--- src/hdl/a32c_pkg.sv ---
// Shared types and constants for the 16-lane Adler-32 checksum engine.
// No dependencies; imported by every module of the block.
`default_nettype none

package a32c_pkg;

    localparam int MAX_BYTES = 16;
    localparam int DEF_BYTES = 16;

    localparam int BYTE_W  = 8;
    localparam int CNT_W   = 5;
    localparam int PROD_W  = 13;
    localparam int SUM_W   = 12;
    localparam int WSUM_W  = 16;
    localparam int ACC_W   = 16;
    localparam int WIDE_W  = 21;
    localparam int RED_W   = 17;

    localparam int IN_DATA_W  = 136;
    localparam int OUT_DATA_W = 32;

    localparam logic [RED_W-1:0] ADLER_MOD   = 17'd65521;
    localparam logic [ACC_W-1:0] ADLER_START = 16'd1;
    // 2^16 mod 65521
    localparam logic [RED_W-1:0] FOLD_K      = 17'd15;

    typedef struct packed {
        logic             vld;
        logic             last;
        logic [CNT_W-1:0] cnt;
    } t_ctl;

endpackage

`default_nettype wire

--- src/hdl/a32c_lane.sv ---
// One byte lane: masks its byte against the word count and forms its weighted term.
// Depends on a32c_pkg.
`default_nettype none

module a32c_lane #(
    parameter int LANE_IDX = 0
) (
    input  wire logic                          i_clk,
    input  wire logic                          i_en,
    input  wire logic [a32c_pkg::BYTE_W-1:0]   i_byte,
    input  wire logic [a32c_pkg::CNT_W-1:0]    i_cnt,
    output logic      [a32c_pkg::BYTE_W-1:0]   o_byte,
    output logic      [a32c_pkg::PROD_W-1:0]   o_prod
);
    import a32c_pkg::*;

    localparam logic [CNT_W-1:0] IDX = CNT_W'(LANE_IDX);

    logic [BYTE_W-1:0] r_byte, n_byte;
    logic [PROD_W-1:0] r_prod, n_prod;
    logic [CNT_W-1:0]  w_weight;

    always_comb begin
        w_weight = i_cnt - IDX;
        if (i_cnt > IDX) begin
            n_byte = i_byte;
            n_prod = PROD_W'(w_weight) * PROD_W'(i_byte);
        end else begin
            n_byte = '0;
            n_prod = '0;
        end
    end

    always_ff @(posedge i_clk) begin
        if (i_en) begin
            r_byte <= n_byte;
            r_prod <= n_prod;
        end
    end

    assign o_byte = r_byte;
    assign o_prod = r_prod;

endmodule

`default_nettype wire

--- src/hdl/a32c_merge.sv ---
// Two-level registered adder tree combining the lane bytes and weighted terms.
// Depends on a32c_pkg.
`default_nettype none

module a32c_merge #(
    parameter int LANES = a32c_pkg::DEF_BYTES
) (
    input  wire logic                          i_clk,
    input  wire logic                          i_rst_n,
    input  wire logic                          i_en,
    input  wire a32c_pkg::t_ctl                i_ctl,
    input  wire logic [a32c_pkg::BYTE_W-1:0]   i_byte [LANES],
    input  wire logic [a32c_pkg::PROD_W-1:0]   i_prod [LANES],
    output a32c_pkg::t_ctl                     o_ctl,
    output logic      [a32c_pkg::SUM_W-1:0]    o_sum,
    output logic      [a32c_pkg::WSUM_W-1:0]   o_wsum
);
    import a32c_pkg::*;

    localparam int GROUPS = (LANES + 3) / 4;

    t_ctl              r_ctl1, r_ctl2;
    logic [SUM_W-1:0]  r_gsum  [GROUPS];
    logic [WSUM_W-1:0] r_gwsum [GROUPS];
    logic [SUM_W-1:0]  n_gsum  [GROUPS];
    logic [WSUM_W-1:0] n_gwsum [GROUPS];
    logic [SUM_W-1:0]  r_sum,  n_sum;
    logic [WSUM_W-1:0] r_wsum, n_wsum;

    always_comb begin
        for (int g = 0; g < GROUPS; g++) begin
            n_gsum[g]  = '0;
            n_gwsum[g] = '0;
            for (int k = 0; k < 4; k++) begin
                if (g * 4 + k < LANES) begin
                    n_gsum[g]  = n_gsum[g]  + SUM_W'(i_byte[g * 4 + k]);
                    n_gwsum[g] = n_gwsum[g] + WSUM_W'(i_prod[g * 4 + k]);
                end
            end
        end
    end

    always_comb begin
        n_sum  = '0;
        n_wsum = '0;
        for (int g = 0; g < GROUPS; g++) begin
            n_sum  = n_sum  + r_gsum[g];
            n_wsum = n_wsum + r_gwsum[g];
        end
    end

    always_ff @(posedge i_clk) begin
        if (!i_rst_n) begin
            r_ctl1 <= '0;
            r_ctl2 <= '0;
        end else if (i_en) begin
            r_ctl1 <= i_ctl;
            r_ctl2 <= r_ctl1;
        end
    end

    always_ff @(posedge i_clk) begin
        if (i_en) begin
            r_gsum  <= n_gsum;
            r_gwsum <= n_gwsum;
            r_sum   <= n_sum;
            r_wsum  <= n_wsum;
        end
    end

    assign o_ctl  = r_ctl2;
    assign o_sum  = r_sum;
    assign o_wsum = r_wsum;

endmodule

`default_nettype wire

--- src/hdl/a32c_accum.sv ---
// Running Adler-32 sums with modular reduction, plus the checksum output register.
// Depends on a32c_pkg.
`default_nettype none

module a32c_accum (
    input  wire logic                          i_clk,
    input  wire logic                          i_rst_n,
    input  wire logic                          i_en,
    input  wire logic                          i_take,
    input  wire a32c_pkg::t_ctl                i_ctl,
    input  wire logic [a32c_pkg::SUM_W-1:0]    i_sum,
    input  wire logic [a32c_pkg::WSUM_W-1:0]   i_wsum,
    output logic                               o_valid,
    output logic      [a32c_pkg::OUT_DATA_W-1:0] o_checksum,
    output logic      [a32c_pkg::ACC_W-1:0]    o_byte_sum
);
    import a32c_pkg::*;

    logic [ACC_W-1:0]      r_a, n_a;
    logic [ACC_W-1:0]      r_b, n_b;
    logic                  r_out_vld, n_out_vld;
    logic [OUT_DATA_W-1:0] r_cksum;

    logic [RED_W-1:0]  w_a_raw;
    logic [WIDE_W-1:0] w_mul;
    logic [WIDE_W-1:0] w_b_raw;
    logic [RED_W-1:0]  w_fold;
    logic [ACC_W-1:0]  w_a_new, w_b_new;
    logic              w_step;

    always_comb begin
        w_a_raw = RED_W'(r_a) + RED_W'(i_sum);
        w_a_new = (w_a_raw >= ADLER_MOD) ? ACC_W'(w_a_raw - ADLER_MOD) : ACC_W'(w_a_raw);
        w_mul   = WIDE_W'(i_ctl.cnt) * WIDE_W'(r_a);
        w_b_raw = WIDE_W'(r_b) + w_mul + WIDE_W'(i_wsum);
        // fold bits above 16 back in via 2^16 = 15 (mod 65521)
        w_fold  = RED_W'(w_b_raw[WIDE_W-1:ACC_W]) * FOLD_K + RED_W'(w_b_raw[ACC_W-1:0]);
        w_b_new = (w_fold >= ADLER_MOD) ? ACC_W'(w_fold - ADLER_MOD) : ACC_W'(w_fold);
        w_step  = i_en && i_ctl.vld;
    end

    always_comb begin
        n_a       = r_a;
        n_b       = r_b;
        n_out_vld = r_out_vld && !i_take;
        if (w_step) begin
            if (i_ctl.last) begin
                n_a       = ADLER_START;
                n_b       = '0;
                n_out_vld = 1'b1;
            end else begin
                n_a = w_a_new;
                n_b = w_b_new;
            end
        end
    end

    always_ff @(posedge i_clk) begin
        if (!i_rst_n) begin
            r_a       <= ADLER_START;
            r_b       <= '0;
            r_out_vld <= 1'b0;
        end else begin
            r_a       <= n_a;
            r_b       <= n_b;
            r_out_vld <= n_out_vld;
        end
    end

    always_ff @(posedge i_clk) begin
        if (w_step && i_ctl.last) begin
            r_cksum <= {w_b_new, w_a_new};
        end
    end

    assign o_valid    = r_out_vld;
    assign o_checksum = r_cksum;
    assign o_byte_sum = r_a;

endmodule

`default_nettype wire

--- src/hdl/adler32_checksum_16_lane_top.sv ---
// Adler-32 checksum engine, top level: byte lanes, merge tree, accumulator.
// Depends on a32c_pkg, a32c_lane, a32c_merge, a32c_accum.
//
// Takes one word of up to BYTES_PER_ITEM bytes every cycle; byte_count above
// BYTES_PER_ITEM is clamped. A word with tlast set yields one checksum word,
// {weighted sum, byte sum}, once it has passed the lane register, the two adder
// tree levels and the checksum output register, and the sums then restart at
// 1 and 0. The accumulator's update of the running sums sets the rate of one
// word per cycle. Input is held off only while a finished checksum waits
// unread and another final word has reached the accumulator.
`default_nettype none

module adler32_checksum_16_lane_top #(
    parameter int BYTES_PER_ITEM = a32c_pkg::DEF_BYTES
) (
    input  wire logic                               i_clk,
    input  wire logic                               i_rst_n,
    input  wire logic                               i_s_tvalid,
    output logic                                    o_s_tready,
    // [63:0] bytes_low, [127:64] bytes_high, [132:128] byte_count, rest zero
    input  wire logic [a32c_pkg::IN_DATA_W-1:0]     i_s_tdata,
    // end_of_message
    input  wire logic                               i_s_tlast,
    output logic                                    o_m_tvalid,
    input  wire logic                               i_m_tready,
    // [31:0] checksum
    output logic      [a32c_pkg::OUT_DATA_W-1:0]    o_m_tdata
);
    import a32c_pkg::*;

    localparam logic [CNT_W-1:0] LANE_MAX = CNT_W'(BYTES_PER_ITEM);

    logic [2*64-1:0]    w_bytes;
    logic [CNT_W-1:0]   w_cnt_in, w_cnt;
    logic               w_adv;
    t_ctl               w_ctl_in, r_ctl1, w_mctl;
    logic [BYTE_W-1:0]  w_lbyte [BYTES_PER_ITEM];
    logic [PROD_W-1:0]  w_lprod [BYTES_PER_ITEM];
    logic [SUM_W-1:0]   w_sum;
    logic [WSUM_W-1:0]  w_wsum;
    logic [ACC_W-1:0]   w_byte_sum;

    assign w_bytes  = i_s_tdata[127:0];
    assign w_cnt_in = i_s_tdata[132:128];
    assign w_cnt    = (w_cnt_in > LANE_MAX) ? LANE_MAX : w_cnt_in;

    assign w_adv      = !(w_mctl.vld && w_mctl.last && o_m_tvalid && !i_m_tready);
    assign o_s_tready = w_adv;

    always_comb begin
        w_ctl_in.vld  = i_s_tvalid;
        w_ctl_in.last = i_s_tlast;
        w_ctl_in.cnt  = w_cnt;
    end

    always_ff @(posedge i_clk) begin
        if (!i_rst_n) begin
            r_ctl1 <= '0;
        end else if (w_adv) begin
            r_ctl1 <= w_ctl_in;
        end
    end

    for (genvar l = 0; l < BYTES_PER_ITEM; l++) begin : g_lane
        a32c_lane #(
            .LANE_IDX (l)
        ) u_lane (
            .i_clk  (i_clk),
            .i_en   (w_adv),
            .i_byte (w_bytes[l*BYTE_W +: BYTE_W]),
            .i_cnt  (w_cnt),
            .o_byte (w_lbyte[l]),
            .o_prod (w_lprod[l])
        );
    end

    a32c_merge #(
        .LANES (BYTES_PER_ITEM)
    ) u_merge (
        .i_clk   (i_clk),
        .i_rst_n (i_rst_n),
        .i_en    (w_adv),
        .i_ctl   (r_ctl1),
        .i_byte  (w_lbyte),
        .i_prod  (w_lprod),
        .o_ctl   (w_mctl),
        .o_sum   (w_sum),
        .o_wsum  (w_wsum)
    );

    a32c_accum u_accum (
        .i_clk      (i_clk),
        .i_rst_n    (i_rst_n),
        .i_en       (w_adv),
        .i_take     (i_m_tready),
        .i_ctl      (w_mctl),
        .i_sum      (w_sum),
        .i_wsum     (w_wsum),
        .o_valid    (o_m_tvalid),
        .o_checksum (o_m_tdata),
        .o_byte_sum (w_byte_sum)
    );

    a_ready_when_empty: assert property (@(posedge i_clk) disable iff (!i_rst_n)
        !o_m_tvalid |-> o_s_tready)
        else $error("input stalled with empty output register");

    a_sums_reduced: assert property (@(posedge i_clk) disable iff (!i_rst_n)
        o_m_tvalid |-> (RED_W'(o_m_tdata[15:0]) < ADLER_MOD)
                    && (RED_W'(o_m_tdata[31:16]) < ADLER_MOD))
        else $error("checksum half not reduced mod 65521");

    a_state_reduced: assert property (@(posedge i_clk) disable iff (!i_rst_n)
        RED_W'(w_byte_sum) < ADLER_MOD)
        else $error("running byte sum out of range");

    a_out_from_last: assert property (@(posedge i_clk) disable iff (!i_rst_n)
        $rose(o_m_tvalid) |-> $past(w_mctl.vld && w_mctl.last && w_adv))
        else $error("checksum word without a final word");

endmodule

`default_nettype wire
--- config.mk ---
export PLATFORM = sky130hd
export DESIGN_NAME = adler32_checksum_16_lane_top
export DESIGN_NICKNAME = d
export VERILOG_FILES = /design/src/hdl/a32c_pkg.sv /design/src/hdl/a32c_lane.sv /design/src/hdl/a32c_merge.sv /design/src/hdl/a32c_accum.sv /design/src/hdl/adler32_checksum_16_lane_top.sv
export SDC_FILE = /design/constraint.sdc
export NUM_CORES = 2
export LEC_CHECK = 0
export BUFFER_PORTS_ARGS = -buffer_cell sky130_fd_sc_hd__buf_4
export CAP_MARGIN = 10
export CORE_MARGIN = 5
export CORE_UTILIZATION = 34
export CTS_CLUSTER_SIZE = 20
export DETAILED_ROUTE_END_ITERATION = 12
export PLACE_DENSITY = 0.51
export RECOVER_POWER = 50
export SYNTH_ARGS = -nofsm -noshare
export SYNTH_HDL_FRONTEND = slang
export SYNTH_SLANG_ARGS = --single-unit
--- constraint.sdc ---
create_clock -name i_clk -period 25.2 [get_ports i_clk]
set_clock_uncertainty 0.1 [all_clocks]
set_input_delay 3.78 -clock i_clk [delete_from_list [all_inputs] [get_ports i_clk]]
set_output_delay 3.78 -clock i_clk [all_outputs]
set_load 0.02 [all_outputs]
==> impl_metrics.env <==
export IMPL_status="complete, but fails checks"
export IMPL_violations="max-capacitance violations, max-slew violations"
export IMPL_syn_avg_cell_area_sq_um=9.98
export IMPL_maxCapViolations=7
export IMPL_yosys_warnings=0
export IMPL_cts_buffer_depth=3
export IMPL_grt_pass1_wl_um=213000
export IMPL_ys_ff_latch=550
export IMPL_core_sq_um=158000
export IMPL_post_cts_repair_setup_buffers=0
export IMPL_cp_start_kind="input pin"
export IMPL_tns_ns=0
export IMPL_drive_gt1_share_pct=5.77
export IMPL_seq_area_frac_synth_pct=29.7
export IMPL_dieArea_sq_um=166000
export IMPL_syn_cell_area_sq_um=53700
export IMPL_wirelength_um=135000
export IMPL_irDropWorstVdd_uv=134
export IMPL_tightest_slew_ns=9.48
export IMPL_finalSetupViolCount=0
export IMPL_hpwl_um=110000
export IMPL_netlist_instances=5384
export IMPL_cts_htree_levels=3
export IMPL_start_util_pct=34.1
export IMPL_fmax_ghz=0.0758
export IMPL_grt_pass1_vias=36800
export IMPL_grt_start_max_net_pins=172
export IMPL_clkTransAtPathRegs_ns=0.05
export IMPL_drc=0
export IMPL_synth_edf_count=496
export IMPL_cellPowerDensity_nw_per_um2=121
export IMPL_final_antenna_net_count=0
export IMPL_vias_per_cell=4.67
export IMPL_clkLatencyLatePin_ns=0.67
export IMPL_place_gp_congestion=0.823
export IMPL_leakagePower_uw=0.0287
export IMPL_cts_buffers=72
export IMPL_worstPathRequired_ns=25.65
export IMPL_finalHoldViolCount=0
export IMPL_worst_setup_path_type="in2reg"
export IMPL_die_w_um=408
export IMPL_ys_async_sr_fraction_pct=0
export IMPL_grt_total_usage_pct=16.4
export IMPL_crit_path_end_kind="flop"
export IMPL_ctsResizeCount=0
export IMPL_timing_slew_headroom_pct=-532
export IMPL_antenna_found_initial=12
export IMPL_synth_ff_type="edfxtp_1"
export IMPL_drt_iter0_markers=1892
export IMPL_cts_tree="yes"
export IMPL_drv_slew=541
export IMPL_crit_fanout=171
export IMPL_rows=146
export IMPL_wire_per_inst_um=17.6
export IMPL_total_power_uw=7220
export IMPL_layout_nets=6837
export IMPL_drtPass1Iterations=5
export IMPL_min_period_ns=13.18
export IMPL_holdBufCountCts=0
export IMPL_min_period_over_period_pct=52.3
export IMPL_cts_root_buf="clkbuf_16"
export IMPL_synth_fp_nets=6662
export IMPL_r2r_slack_ns=14.09
export IMPL_synthDistinctLibCells=75
export IMPL_vias=35900
export IMPL_syn2layout_area_growth_pct=11.5
export IMPL_die_h_um=408
export IMPL_globalRouteOverflowTotal=0
export IMPL_numPortBuffers=171
export IMPL_cts_sinks=550
export IMPL_fillers=15900
export IMPL_ioPinCount=175
export IMPL_hold_class="reg2reg"
export IMPL_critPathArrivalTime_ns=13.63
export IMPL_rsz0062_at_grt="false"
## cell families after synthesis
| kind of cell | Yosys count | share of synthesized area [%] |
|---|---|---|
| AO/OA/AOI/OAI | 739 | 8.84 |
| XOR/XNOR | 372 | 6.06 |
| adder cells (fa/ha/maj) | 1137 | 33.8 |
| buffers and inverters | 1087 | 7.62 |
| flip-flops | 550 | 29.7 |
| multiplexers | 7 | 0.135 |
| AND/OR/NAND/NOR | 1492 | 13.9 |
## where the power goes
part	internal [uW]	switching [uW]	leakage, uW
logic	1830	2670	0.0216
registers	1510	128	0.00593
clock network	656	433	0.00119
## worst paths after layout
check | endpoint | start | cells after the start
max | r_ctl1[4]$_SDFFE_PN0N_ | i_m_tready | 8
min | u_merge.o_ctl[6]$_SDFFE_PN0N_ | u_merge.r_ctl1[6]$_SDFFE_PN0N_ | 1
max reg2reg | u_accum.r_b[1]$_SDFFE_PN0P_ | u_merge.o_ctl[1]$_SDFFE_PN0N_ | 35
min reg2reg | u_merge.o_ctl[6]$_SDFFE_PN0N_ | u_merge.r_ctl1[6]$_SDFFE_PN0N_ | 1
## layout by cell type, fill, tap and decap left out, drive strengths merged, types with 253 or more instances in the layout
cell type	count
a21oi	278
nand2	483
nor2b	253
fa	522
inv	976
and2	331
ha	615
edfxtp	496
nor2	265
xnor2	266
## layout make-up
cell class	instances	area (sq um)	area share, %
diodes	6	15.0	0.0251
repair buffers	217	1470	2.46
multi-input cells	3747	33700	56.3
clock inverters	48	614	1.03
inverters	971	3650	6.09
clock buffers	82	1880	3.14
well taps	2072	2590	4.33
flip-flops and latches	550	16000	26.7
## registers in the layout (all words and copies together) (netlist names)
register / cells
u_accum.o_byte_sum: 16
u_accum.o_checksum: 32
u_merge.o_ctl: 7
u_accum.r_b: 16
r_ctl1: 7
u_merge.o_sum: 12
u_merge.o_wsum: 16
u_merge.r_gwsum: 60
u_merge.r_gsum: 40
g_lane.u_lane.o_prod: 208
u_accum.o_valid: 1
g_lane.u_lane.o_byte: 128
u_merge.r_ctl1: 7
## cells in the mapped netlist (5+ instances only)
library cell | instances | area share, %
and2_1 | 331 | 3.9
a21oi_1 | 276 | 2.6
a21boi_0 | 33 | 0.46
inv_1 | 968 | 6.8
edfxtp_1 | 496 | 28
fa_1 | 522 | 19
xnor2_1 | 266 | 4.3
and3_1 | 22 | 0.26
o41a_1 | 5 | 0.10
buf_2 | 5 | 0.047
nor4_1 | 8 | 0.093
o21ai_0 | 84 | 0.78
o41ai_1 | 7 | 0.11
nand3_1 | 19 | 0.18
a31oi_1 | 22 | 0.26
mux2i_1 | 5 | 0.093
o21a_1 | 11 | 0.15
or3_1 | 11 | 0.13
dfxtp_1 | 54 | 2.0
nand4_1 | 6 | 0.070
a211oi_1 | 11 | 0.15
xor2_1 | 106 | 1.7
clkbuf_1 | 103 | 0.72
o21bai_1 | 141 | 2.0
nor3_1 | 26 | 0.24
a22o_1 | 9 | 0.15
a21o_1 | 77 | 1.1
nor2_1 | 265 | 1.9
nand2_1 | 483 | 3.4
nor2b_1 | 253 | 2.9
or2_2 | 10 | 0.12
o211ai_1 | 13 | 0.18
nand2b_1 | 41 | 0.48
ha_1 | 615 | 14
## layer usage
metal	vias up	share of wire, %	GRT usage [%]
met5	-	0.030	0
met4	6	3.1	4.76
met3	177	3.8	2.76
met2	506	48	28.0
met1	17500	45	21.6
li1	17700	-	-
## metrics by stage
| step | area [sq um] | worst slack, ns | cells | hold WS [ns] | utilization (%) |
|---|---|---|---|---|---|
| after floorplan | 53700 | 4.43 | 5384 | 0.337 | - |
| after global placement | 57600 | 13.77 | 7556 | 0.347 | 36.5 |
| after detailed placement | 57600 | 13.73 | 7556 | 0.357 | 36.5 |
| after CTS | 60100 | 14.10 | 7686 | 0.365 | 38.1 |
| after global routing | 59900 | 10.91 | 7689 | 0.386 | 38.0 |
| final | 59900 | 12.02 | 7693 | 0.361 | 38.0 |
## critical path, stage by stage
cell and delay, ns:
clkbuf_4 0.10, nand2b_1 0.12, nor2_2 0.04, clkbuf_1 0.45, clkinvlp_2 1.52, clkbuf_1 6.48
nand2_1 0.52, a21boi_0 0.41
(Power assumes the default switching activity.)
